[src/tcc_pkg.sv]
`default_nettype none
package tcc_pkg;

   localparam int MEM_WORDS_DEF = 65536;

   localparam logic [31:0] SP_RESET      = 32'h0000_7000;
   localparam logic [31:0] PC_RESET      = 32'h0000_0100;
   localparam logic [15:0] PERIOD_RESET  = 16'd1000;
   localparam logic [31:0] KEY_ADDR      = 32'h0000_FFF1;
   localparam logic [31:0] KBD_CTRL_ADDR = 32'h0000_FFF2;

   // Opcodes
   localparam logic [3:0] OP_SYS   = 4'h0;
   localparam logic [3:0] OP_ADD   = 4'h1;
   localparam logic [3:0] OP_SUB   = 4'h2;
   localparam logic [3:0] OP_MUL   = 4'h3;
   localparam logic [3:0] OP_DIV   = 4'h4;
   localparam logic [3:0] OP_MOD   = 4'h5;
   localparam logic [3:0] OP_AND   = 4'h6;
   localparam logic [3:0] OP_OR    = 4'h7;
   localparam logic [3:0] OP_XOR   = 4'h8;
   localparam logic [3:0] OP_MISC  = 4'hA;
   localparam logic [3:0] OP_LOAD  = 4'hC;
   localparam logic [3:0] OP_STORE = 4'hD;
   localparam logic [3:0] OP_ROT   = 4'hE;

   // Sub-operations of the miscellaneous group
   localparam logic [3:0] SUB_NEG   = 4'h0;
   localparam logic [3:0] SUB_NOT   = 4'h1;
   localparam logic [3:0] SUB_MOVE  = 4'h2;
   localparam logic [3:0] SUB_CALL  = 4'h3;
   localparam logic [3:0] SUB_JUMP  = 4'h4;
   localparam logic [3:0] SUB_SR    = 4'h5;
   localparam logic [3:0] SUB_STACK = 4'h6;

   localparam logic [3:0] CALL_CALL = 4'h0;
   localparam logic [3:0] CALL_RET  = 4'h1;
   localparam logic [3:0] CALL_TRAP = 4'h2;

   localparam logic [3:0] JMP_ALWAYS = 4'h0;
   localparam logic [3:0] JMP_ZERO   = 4'h1;
   localparam logic [3:0] JMP_NEG    = 4'h2;
   localparam logic [3:0] JMP_NZERO  = 4'h3;

   localparam logic [3:0] MODE_CLEAR = 4'h0;
   localparam logic [3:0] MODE_SET   = 4'h1;

   localparam logic [3:0] LD_IMM   = 4'h0;
   localparam logic [3:0] LD_ABS   = 4'h1;
   localparam logic [3:0] LD_IND   = 4'h2;
   localparam logic [3:0] LD_BASE  = 4'h3;

   // Operand nibbles
   localparam logic [3:0] N_SP   = 4'h8;
   localparam logic [3:0] N_SR   = 4'h9;
   localparam logic [3:0] N_PC   = 4'hA;
   localparam logic [3:0] N_ONE  = 4'hB;
   localparam logic [3:0] N_ZERO = 4'hC;
   localparam logic [3:0] N_MONE = 4'hD;
   localparam logic [3:0] N_IMM  = 4'hE;
   localparam logic [3:0] N_NONE = 4'hF;

   // Host actions
   localparam logic [1:0] ACT_WRITE = 2'd0;
   localparam logic [1:0] ACT_READ  = 2'd1;

   // Interrupt codes as reported
   localparam logic [2:0] IRQ_NONE  = 3'd0;
   localparam logic [2:0] IRQ_FAULT = 3'd1;
   localparam logic [2:0] IRQ_KEY   = 3'd2;
   localparam logic [2:0] IRQ_TRAP  = 3'd3;
   localparam logic [2:0] IRQ_TIMER = 3'd4;

   typedef enum logic [16:0] {
      S_IDLE   = 17'h00001,
      S_HOST   = 17'h00002,
      S_HOSTQ  = 17'h00004,
      S_KEY    = 17'h00008,
      S_FETCH  = 17'h00010,
      S_FETCHQ = 17'h00020,
      S_RB     = 17'h00040,
      S_RC     = 17'h00080,
      S_RD     = 17'h00100,
      S_EXEC   = 17'h00200,
      S_DIV    = 17'h00400,
      S_MEM    = 17'h00800,
      S_MEMQ   = 17'h01000,
      S_WB     = 17'h02000,
      S_IRQA   = 17'h04000,
      S_IRQB   = 17'h08000,
      S_DONE   = 17'h10000
   } state_type;

   function automatic logic [31:0] reg_rd(input logic [3:0] n, input logic [31:0] v,
                                          input logic [31:0] sp, input logic [31:0] sr,
                                          input logic [31:0] pc);
      logic [31:0] res;
      case (n)
         N_SP:           res = sp;
         N_SR:           res = sr;
         N_PC:           res = pc;
         N_ONE:          res = 32'd1;
         N_MONE:         res = 32'hFFFF_FFFF;
         N_ZERO, N_IMM,
         N_NONE:         res = 32'd0;
         default:        res = v;
      endcase
      return res;
   endfunction

endpackage
`default_nettype wire

[src/tcc_div.sv]
`default_nettype none
module tcc_div
   import tcc_pkg::*;
(
   input  wire logic        clock,
   input  wire logic        reset,
   input  wire logic        start,
   input  wire logic [31:0] dividend,
   input  wire logic [31:0] divisor,
   input  wire logic        is_mod,
   output logic             done,
   output logic [31:0]      result
);

   logic [31:0] q_ff, q_in;
   logic [31:0] rem_ff, rem_in;
   logic [31:0] dvs_ff, dvs_in;
   logic [4:0]  cnt_ff, cnt_in;
   logic        busy_ff, busy_in;
   logic        done_ff, done_in;
   logic        qneg_ff, qneg_in;
   logic        rneg_ff, rneg_in;
   logic        mod_ff, mod_in;
   logic [32:0] rem_sh;
   logic [32:0] diff;

   assign rem_sh = {rem_ff, q_ff[31]};
   assign diff   = rem_sh - {1'b0, dvs_ff};

   always_comb begin
      q_in    = q_ff;
      rem_in  = rem_ff;
      dvs_in  = dvs_ff;
      cnt_in  = cnt_ff;
      busy_in = busy_ff;
      done_in = 1'b0;
      qneg_in = qneg_ff;
      rneg_in = rneg_ff;
      mod_in  = mod_ff;
      if (start) begin
         q_in    = dividend[31] ? (32'd0 - dividend) : dividend;
         dvs_in  = divisor[31] ? (32'd0 - divisor) : divisor;
         rem_in  = 32'd0;
         cnt_in  = 5'd0;
         busy_in = 1'b1;
         qneg_in = dividend[31] ^ divisor[31];
         rneg_in = dividend[31];
         mod_in  = is_mod;
      end else if (busy_ff) begin
         // One quotient bit per cycle, restoring form on magnitudes.
         if (!diff[32]) begin
            rem_in = diff[31:0];
            q_in   = {q_ff[30:0], 1'b1};
         end else begin
            rem_in = rem_sh[31:0];
            q_in   = {q_ff[30:0], 1'b0};
         end
         cnt_in = cnt_ff + 5'd1;
         if (cnt_ff == 5'd31) begin
            busy_in = 1'b0;
            done_in = 1'b1;
         end
      end
   end

   always_ff @(posedge clock) begin
      q_ff    <= q_in;
      rem_ff  <= rem_in;
      dvs_ff  <= dvs_in;
      cnt_ff  <= cnt_in;
      qneg_ff <= qneg_in;
      rneg_ff <= rneg_in;
      mod_ff  <= mod_in;
      if (reset) begin
         busy_ff <= 1'b0;
         done_ff <= 1'b0;
      end else begin
         busy_ff <= busy_in;
         done_ff <= done_in;
      end
   end

   assign done   = done_ff;
   assign result = mod_ff ? (rneg_ff ? (32'd0 - rem_ff) : rem_ff)
                          : (qneg_ff ? (32'd0 - q_ff) : q_ff);

endmodule
`default_nettype wire

[config.mk]
export PLATFORM = sky130hd
export DESIGN_NAME = tcc_div
export DESIGN_NICKNAME = d
export VERILOG_FILES = /design/src/tcc_pkg.sv /design/src/tcc_div.sv
export SDC_FILE = /design/constraint.sdc
export NUM_CORES = 1
export LEC_CHECK = 0
export ABC_AREA = 1
export BUFFER_PORTS_ARGS = -buffer_cell sky130_fd_sc_hd__buf_2
export CORE_ASPECT_RATIO = 0.9
export CORE_MARGIN = 2
export CORE_UTILIZATION = 42
export CTS_CLUSTER_DIAMETER = 100
export DETAILED_ROUTE_END_ITERATION = 10
export REMOVE_ABC_BUFFERS = 1
export SETUP_SLACK_MARGIN = 0.3
export SLEW_MARGIN = 5
export SYNTH_ARGS = -nofsm -noshare
export SYNTH_HDL_FRONTEND = slang
export SYNTH_SLANG_ARGS = --single-unit
[constraint.sdc]
create_clock -name clock -period 3.3 [get_ports clock]
set_clock_uncertainty 0.2 [all_clocks]
set_input_delay 0.495 -clock clock [delete_from_list [all_inputs] [get_ports clock]]
set_output_delay 0.495 -clock clock [all_outputs]
set_load 0.01 [all_outputs]
## Word-level counts from Yosys, hierarchy flattened

Cells that the tools add are included.
W data, S select, Z words.

| word-level totals | value |
|---|---|
| output and inout bits | 33 |
| latch bits | 0 |
| bits in writable memories | 0 |
| bits of input ports | 68 |
| bits in registers | 106 |
| word-level logic and storage cells | 34 |
| memory bits (read-only) | 0 |
| memories | 0 |

| cells by class | value |
|---|---|
| shifts and indexed selects | 0 |
| equality and inequality tests | 1 |
| muxes and demuxes | 13 |
| divide/modulo/power cells | 0 |
| reductions and logical operators | 2 |
| $lt $le $gt $ge | 0 |
| $add $sub $neg | 6 |
| multiply operators | 0 |
| bitwise logic cells | 2 |

Operators by type and width:

| kind | number |
|---|---|
| $mux W32 | 7 |
| $sub A1 B32 Y32 const A | 4 |
| $sub A33 B32 Y33 | 1 |
| $mux W31 | 1 |
| $add A5 B1 Y5 const B | 1 |
| $eq A5 B5 Y1 const B | 1 |
| $mux W1 | 5 |
| $reduce_or A3 Y1 | 1 |
| $reduce_bool A2 Y1 | 1 |
| $not A1 Y1 | 1 |
| $xor A1 B1 Y1 | 1 |

## Depth between registers and ports, before layout

Gate-level depths: netlist (run 1).

| depth | value |
|---|---|
| depth in word-level cells | 4 |
| gate-level depth with buffers | 18 |
| mapped depth without buffers | 17 |

## Worst setup path before layout (run 1)

Ideal clock, no wire load.

| path | value |
|---|---|
| path kind | flip-flop to output port |
| start point | reg q_ff[1] |
| end point | out result[16] |
| path slack | 0.766 ns |
| cell stages (with the launch flop) | 13 |
| data required time | 2.605 ns |
| arrival | 1.839 ns |
| cell sequence | edfxtp_1 -> inv_1 -> ha_1 -> inv_1 -> nor3_1 -> inv_1 -> nor2_1 -> nand3b_1 -> nand2_1 -> o21ai_0 -> nand2_1 -> nand2_1 -> o21ai_0 |

| on the way | value |
|---|---|
| cells in the longest elaborated chain, start to end | 3 |

Ends and longest elaborated chain:

| element | line | source |
|---|---|---|
| start: declaration | tcc_div.sv:15 | `logic [31:0] q_ff, q_in;` |
| start signal: assignment | tcc_div.sv:67 | `q_ff <= q_in;` |
| $sub A1 B32 Y32 | tcc_div.sv:85 | `: (qneg_ff ? (32'd0 - q_ff) : q_ff);` |
| $mux W32 | tcc_div.sv:85 |  |
| $mux W32 | tcc_div.sv:84 | `assign result = mod_ff ? (rneg_ff ? (32'd0 - rem_ff) : rem_ff)` |
| end: declaration | tcc_div.sv:12 | `output logic [31:0] result` |

Every way passes these cells.

## Final worst setup path (run 1)

| path | value |
|---|---|
| start point | reg q_ff[1] |
| end point | out result[26] |

Same word-level chain as after synthesis.

==> load_flow_metrics.sql, run 1 <==
INSERT INTO impl_metrics (metric_group, metric, value, unit) VALUES
('status', 'status', 'complete, no violations', ''),
('sta', 'max-slew-margin-rel', '54.9', '%'),
('critical_path', 'path_max_fanout', '4', ''),
('sta', 'final_min_period_over_clock_period', '94.8', '%'),
('detailed_routing', 'drt-pass1-iter-count', '6', ''),
('grt', 'number_of_antenna_violations_at_the_first_check_in_global_routing', '0', ''),
('cts', 'cts-root-to-sink-buffers', '2', ''),
('layout', 'antenna_cells', '0', ''),
('place', 'place.port_buffers', '100', ''),
('critical_path', 'ff2ff_setup_slack', '0.44', 'ns'),
('sta', 'layout_min_cycle_time', '3.13', 'ns'),
('critical_path', 'timing.critical_path.cells', 'inv_2 -> ha_4 -> inv_2 -> nor3_4 -> inv_2 -> nor2_4 -> buf_4 -> nand2_1 -> nor2_2 -> xor2_1 -> nand2_1 -> nand2_1 -> nand2_1 -> nand2_1 -> buf_2', ''),
('detailed_routing', 'dr_total_vias', '11156', ''),
('die', 'floorplan.initialDensity', '42.9', '%'),
('synthesis', 'async_flop_share', '0', '%'),
('critical_path', 'critical-path-slowest-cell', 'sky130_fd_sc_hd__edfxtp_1', ''),
('critical_path', 'timing.rr.end', 'rem_ff[17]', ''),
('die', 'core', '0.0243', 'mm2'),
('detailed_routing', 'final_routed_wire_length_divided_by_cell_count', '15.5', 'um'),
('layout', 'instances_no_fill', '2156', ''),
('cts', 'root_buffer_master', 'sky130_fd_sc_hd__clkbuf_16', ''),
('detailed_routing', 'drt_iter0_markers', '913', ''),
('synthesis', 'postSynthRegisterBits', '106', ''),
('synthesis', 'synth_flop_cell', 'sky130_fd_sc_hd__edfxtp_1', ''),
('synthesis', 'synth-edff-count', '67', ''),
('detailed_routing', 'postRouteAntennaNets', '0', ''),
('critical_path', 'crit_required', '2.60', 'ns'),
('synthesis', 'yosysTopAreaCell', 'sky130_fd_sc_hd__nand2_1', ''),
('min_path', 'hp-class', 'in -> reg', ''),
('synthesis', 'synth_largest_type_area_fraction', '19.7', '%'),
('critical_path', 'timing.setup.critical_path_class', 'reg -> out', ''),
('detailed_routing', 'post-route-drc-count', '0', ''),
('cts', 'numCtsBuffers', '9', ''),
('die', 'die_height', '154', 'um'),
('grt', 'grt_start_max_net_pins', '38', ''),
('sta', 'totalNegativeSetupSlack', '0', 'ns'),
('critical_path', 'worst_path_largest_cell_delay', '0.42', 'ns'),
('layout', 'nets', '1950', ''),
('critical_path', 'r2r-start', 'q_ff[31]', ''),
('pwr', 'irDropWorstVdd', '0.000310', 'V'),
('synthesis', 'syn-instance-count', '1733', ''),
('sta', 'fmax', '0.320', 'GHz'),
('detailed_routing', 'vias_per_cell', '5.17', ''),
('critical_path', 'endpoint_kind', 'output pin', ''),
('layout', 'mostFrequentLayoutCells', '539 x sky130_fd_sc_hd__nand2_1, 285 x sky130_fd_sc_hd__inv_1, 153 x sky130_fd_sc_hd__nor2_1', ''),
('synthesis', 'synth.yosys.warnings', '0', ''),
('die', 'io-pin-count', '101', ''),
('min_path', 'hold_path_startpoint', 'reset', ''),
('sta', 'report.final.slew_viol_count', '0', ''),
('critical_path', 'startpoint_type', 'flip-flop', ''),
('sta', 'hold_viol', '0', ''),
('die', 'area_of_the_die', '0.0261', 'mm2'),
('critical_path', 'reg2reg_depth', '17', ''),
('grt', 'grt-ovfl-total', '0', ''),
('pwr', 'power.static_leakage', '6.34', 'nW'),
('detailed_routing', 'routed_wirelength', '33500', 'um'),
('place', 'dp_hpwl', '26200', 'um'),
('grt', 'global_route.usage.total', '24.7', '%'),
('die', 'dieWidth', '170', 'um'),
('sta', 'report.final.setup_viol', '0', ''),
('cts', 'clkTransAtPathRegs', '0.07', 'ns'),
('critical_path', 'worst_path_most_repeated_cell', 'sky130_fd_sc_hd__nand2_1', ''),
('place', 'place_inst', '2114', ''),
('cts', 'cts.htree.levels', '3', ''),
('synthesis', 'synth_area_per_cell', '6.03', 'um2'),
('layout', 'leading_cell_type_in_the_layout_fill_and_taps_excluded', 'sky130_fd_sc_hd__nand2_1', ''),
('sta', 'worst-slew-pin-transition', '0.676', 'ns'),
('job', 'max_cap_viol_count', '0', ''),
('grt', 'grt_pass1_wl', '50500', 'um'),
('synthesis', 'synth-seq-area-share', '26.7', '%'),
('cts', 'clock_tree_from_tritoncts', 'built', '');
per-layer routing:
layer	global-route usage [%]	wire length, um
met1	37.4	16700
met2	36.0	13700
met3	4.61	2450
met4	5.37	588
met5	0	0
power by group:
group / switching, mW / internal [mW] / total [mW]
Combinational: 0.723 / 0.368 / 1.09
Sequential: 0.0690 / 1.53 / 1.60
Clock: 0.550 / 0.597 / 1.15
Total: 1.34 / 2.49 / 3.84
flip-flops by register name, indices dropped and copies added, names as in the netlist:
name / count
rneg_ff: 1
q_ff: 32
cnt_ff: 5
rem_ff: 32
done: 1
mod_ff: 1
dvs_ff: 32
qneg_ff: 1
busy_ff: 1
per-stage QoR:
step           area [um2]  hold WS (ns)  power, mW  setup slack, ns  util, %
2_1_floorplan       10200         0.249       2.23            0.242        -
3_3_place_gp        11200         0.264       2.62            0.350     46.2
3_5_place_dp        11200         0.267       2.62            0.279     46.2
4_1_cts             11700        0.0765       3.79            0.176     48.0
5_1_grt             12100        0.0834       4.04           0.0355     49.7
6_report            12100        0.0893       3.84            0.172     49.7
cell families (layout without fill, tap and decap cells):
logic type / Yosys count / in the layout / synth area share [%]
XOR/XNOR: 62 / 62 / 5.20
AND/OR/NAND/NOR: 978 / 983 / 40.1
adder cells (fa/ha/maj): 39 / 39 / 4.74
buffers and inverters: 340 / 450 / 12.7
flip-flops: 106 / 106 / 26.7
AO/OA/AOI/OAI: 208 / 208 / 10.6
what timing repair did:
action | in CTS | in global routing
cloned | 0 | 5
setup buffers | 6 | 15
hold buffers | 0 | 0
endpoints found under the setup margin | 21 | 58
resized for setup | 32 | 63
pin swaps | 9 | 22
worst max-delay path, delay by kind of cell, from the launching register on:
family	cells	cell delay [ns]
buf+inv	5	0.49
simple gates	8	0.84
flops	1	0.42
xor+xnor	1	0.16
fa+ha+maj	1	0.13
cells in the mapped netlist (7+ instances only):
cell and count:
sky130_fd_sc_hd__o21ai_0 118, sky130_fd_sc_hd__a31oi_1 7, sky130_fd_sc_hd__a21oi_1 58, sky130_fd_sc_hd__dfxtp_1 39, sky130_fd_sc_hd__xnor2_1 31, sky130_fd_sc_hd__nand2_2 13, sky130_fd_sc_hd__nand2_1 547, sky130_fd_sc_hd__nor2_1 164
sky130_fd_sc_hd__clkbuf_1 27, sky130_fd_sc_hd__xor2_1 31, sky130_fd_sc_hd__edfxtp_1 67, sky130_fd_sc_hd__ha_1 38, sky130_fd_sc_hd__inv_1 295, sky130_fd_sc_hd__nor3_1 37, sky130_fd_sc_hd__nand4_1 31, sky130_fd_sc_hd__nand3_1 144
worst max-delay path by stage:
stage | slack [ns] | end | start
final | 0.17 | result[26] | q_ff[1]
after global routing | 0.04 | result[30] | q_ff[1]
after CTS | 0.18 | result[22] | q_ff[1]
after detailed placement | 0.28 | result[22] | q_ff[1]
after global placement | 0.35 | result[22] | q_ff[1]
after floorplan | 0.24 | q_ff[0] | start
layout make-up:
class                      count  area, um2
clock buffer                  11        264
clock inverter                 5       48.8
fill                        2582      12200
inverter                     301       1130
multi-input combinational   1292       6700
sequential                   106       2790
tap                          308        385
timing repair buffer         133        756
Note: power is estimated with default switching activity, not from simulation.
==> inputs of run 2 (changes only) <==
--- a/config.mk
+++ b/config.mk
@@ -9,11 +9,11 @@
 export BUFFER_PORTS_ARGS = -buffer_cell sky130_fd_sc_hd__buf_2
 export CORE_ASPECT_RATIO = 0.9
 export CORE_MARGIN = 2
-export CORE_UTILIZATION = 42
+export CORE_UTILIZATION = 40
 export CTS_CLUSTER_DIAMETER = 100
 export DETAILED_ROUTE_END_ITERATION = 10
 export REMOVE_ABC_BUFFERS = 1
-export SETUP_SLACK_MARGIN = 0.3
+export SETUP_SLACK_MARGIN = 0.4
 export SLEW_MARGIN = 5
 export SYNTH_ARGS = -nofsm -noshare
 export SYNTH_HDL_FRONTEND = slang
==> load_flow_metrics.sql, run 2 (synthesized netlist as in run 1, its figures left out) <==
INSERT INTO impl_metrics (metric_group, metric, value, unit) VALUES
('status', 'status', 'complete, no violations', ''),
('sta', 'final_critical_path_setup_slack', '0.206', 'ns'),
('cts', 'clock_tree_from_tritoncts', 'built', ''),
('critical_path', 'crit_buf_inv', '5', ''),
('detailed_routing', 'routed_length_on_met2', '14500', 'um'),
('min_path', 'hp-class', 'in -> reg', ''),
('place', 'dp_hpwl', '26600', 'um'),
('sta', 'grt_setup_unrepaired', 'true', ''),
('cts', 'number_of_hold_repair_buffers_added_at_the_cts_stage', '0', ''),
('die', 'dieWidth', '174', 'um'),
('die', 'floorplan.initialDensity', '40.4', '%'),
('detailed_routing', 'final_routed_wire_length_divided_by_cell_count', '15.5', 'um'),
('place', 'place_inst', '2155', ''),
('critical_path', 'critical-path-slowest-cell', 'sky130_fd_sc_hd__edfxtp_1', ''),
('critical_path', 'worst_path_dominant_cell_family', 'simple AND/OR/NAND/NOR gates', ''),
('layout', 'top_regs', 'dvs_ff (32), q_ff (32), rem_ff (32)', ''),
('sta', 'holdWs', '0.103', 'ns'),
('detailed_routing', 'postRouteAntennaNets', '0', ''),
('pwr', 'design_power_total', '3.81', 'mW'),
('critical_path', 'crit_required', '2.60', 'ns'),
('place', 'post-place-ws', '0.279', 'ns'),
('critical_path', 'worstPathArrival', '2.40', 'ns'),
('pwr', 'power.static_leakage', '6.38', 'nW'),
('sta', 'layout_min_cycle_time', '3.09', 'ns'),
('grt', 'grt_start_max_net_pins', '47', ''),
('cts', 'root_buffer_master', 'sky130_fd_sc_hd__clkbuf_16', ''),
('cts', 'cts.htree.levels', '3', ''),
('die', 'die_height', '157', 'um'),
('grt', 'global_route.usage.total', '23.8', '%'),
('cts', 'cts.sink_count', '106', ''),
('sta', 'final_min_period_over_clock_period', '93.8', '%'),
('grt', 'number_of_antenna_violations_at_the_first_check_in_global_routing', '0', ''),
('die', 'io-pin-count', '101', ''),
('detailed_routing', 'vias_per_cell', '5.15', ''),
('critical_path', 'timing.critical_path.cells', 'inv_2 -> ha_4 -> inv_2 -> nor3_4 -> inv_2 -> nor2_4 -> nand3b_1 -> buf_4 -> nand2_1 -> o21ai_1 -> nand2_1 -> nand2_1 -> o21ai_2 -> buf_2', ''),
('layout', 'instances_no_fill', '2204', ''),
('detailed_routing', 'drt-pass1-iter-count', '6', ''),
('sta', 'totalNegativeSetupSlack', '0', 'ns'),
('layout', 'final_layout_size_suffix_gt1_share', '14.0', '%'),
('job', 'max_cap_viol_count', '0', ''),
('layout', 'leading_cell_type_in_the_layout_fill_and_taps_excluded', 'sky130_fd_sc_hd__nand2_1', ''),
('critical_path', 'path_max_fanout', '3', ''),
('sta', 'max-slew-margin-rel', '50.8', '%'),
('detailed_routing', 'dr_wl_met3', '2540', 'um'),
('detailed_routing', 'post-route-drc-count', '0', ''),
('pwr', 'irDropWorstVdd', '0.000241', 'V'),
('detailed_routing', 'routed_wirelength', '34300', 'um'),
('pwr', 'cellPowerDensity', '313', 'mW/mm2'),
('cts', 'worst_skew_pair.late_latency', '0.36', 'ns'),
('die', 'area_of_the_die', '0.0274', 'mm2'),
('cts', 'cts-root-to-sink-buffers', '2', ''),
('detailed_routing', 'dr_total_vias', '11356', ''),
('critical_path', 'startpoint_type', 'flip-flop', ''),
('grt', 'grt-ovfl-total', '0', ''),
('layout', 'antenna_cells', '0', ''),
('die', 'core', '0.0259', 'mm2'),
('critical_path', 'endpoint_kind', 'output pin', ''),
('die', 'placement_rows', '56', ''),
('grt', 'first_global_vias', '9786', ''),
('cts', 'numCtsBuffers', '9', ''),
('place', 'routabilityCongestion', '0.924', ''),
('sta', 'hold_viol', '0', ''),
('layout', 'mostFrequentLayoutCells', '541 x sky130_fd_sc_hd__nand2_1, 284 x sky130_fd_sc_hd__inv_1, 148 x sky130_fd_sc_hd__nor2_1', ''),
('cts', 'clkTransAtPathRegs', '0.08', 'ns'),
('sta', 'fmax', '0.323', 'GHz'),
('layout', 'synth_to_final_area_change', '16.6', '%'),
('detailed_routing', 'routed.top_layer', 'met4', ''),
('detailed_routing', 'wl_met1', '16700', 'um'),
('sta', 'report.final.slew_viol_count', '0', ''),
('sta', 'worst-slew-pin-transition', '0.734', 'ns'),
('sta', 'report.final.setup_viol', '0', ''),
('critical_path', 'timing.setup.critical_path_class', 'reg -> out', ''),
('detailed_routing', 'drt_iter0_markers', '1270', ''),
('grt', 'grt_pass1_wl', '51800', 'um'),
('place', 'place.port_buffers', '100', ''),
('layout', 'nets', '1958', ''),
('critical_path', 'worst_path_largest_cell_delay', '0.41', 'ns');
==> run 2: cell count changes in the layout (fill, tap and decap cells not counted), sizes merged <==
| cell | change |
|---|---|
| nand2 | +1 |
| clkbuf | -1 |
| buf | +7 |
| clkinv | +1 |
==> run 2: worst register-to-register path, delay by kind of cell (launching register included) <==
| kind | cells | cell delay, ns |
|---|---|---|
| adder cells (fa/ha/maj) | 2 | 0.62 |
| AND/OR/NAND/NOR | 13 | 1.37 |
| flip-flops | 1 | 0.37 |
| buffers and inverters | 2 | 0.20 |
==> run 2: final cells by class <==
type                       count  area (um2)
clock buffer                  10         229
clock inverter                 6        57.6
fill                        2738       13700
inverter                     301        1130
multi-input combinational   1293        6720
sequential                   106        2790
tap                          348         435
timing repair buffer         140         808
==> run 2: routing by layer <==
layer  track usage, %  vias up
met5                0        -
met4             5.00        0
met3             2.92       38
met2             36.7      393
met1             35.6     5169
li1                 -     5756
==> run 2: worst paths after layout <==
kind / slack (ns) / to / startpoint / cells past startpoint
setup / recovery: 0.21 / result[16] / q_ff[1] / 14
hold / removal: 0.10 / busy_ff / reset / 2
setup reg to reg: 0.45 / rem_ff[0] / q_ff[31] / 17
hold reg to reg: 0.29 / rem_ff[2] / rem_ff[2] / 2
==> run 2: power by group <==
group | switching (mW) | internal (mW) | total, mW
clock | 0.572 | 0.534 | 1.11
sequential | 0.0712 | 1.53 | 1.60
combinational | 0.728 | 0.374 | 1.10
==> run 2: stage by stage <==
step / area [um2] / utilization [%]
5_1_grt: 12200 / 47.1
3_3_place_gp: 11300 / 43.7
2_1_floorplan: 10200 / -
3_5_place_dp: 11300 / 43.7
4_1_cts: 11900 / 45.8
6_report: 12200 / 47.1
==> run 2: repair_timing <==
action | 4_1_cts | 5_1_grt
pin swaps | 16 | 19
gates cloned | 0 | 6
setup endpoints to repair | 39 | 57
endpoints found under the hold margin | 0 | 0
setup buffers | 14 | 13
resized for setup | 61 | 39
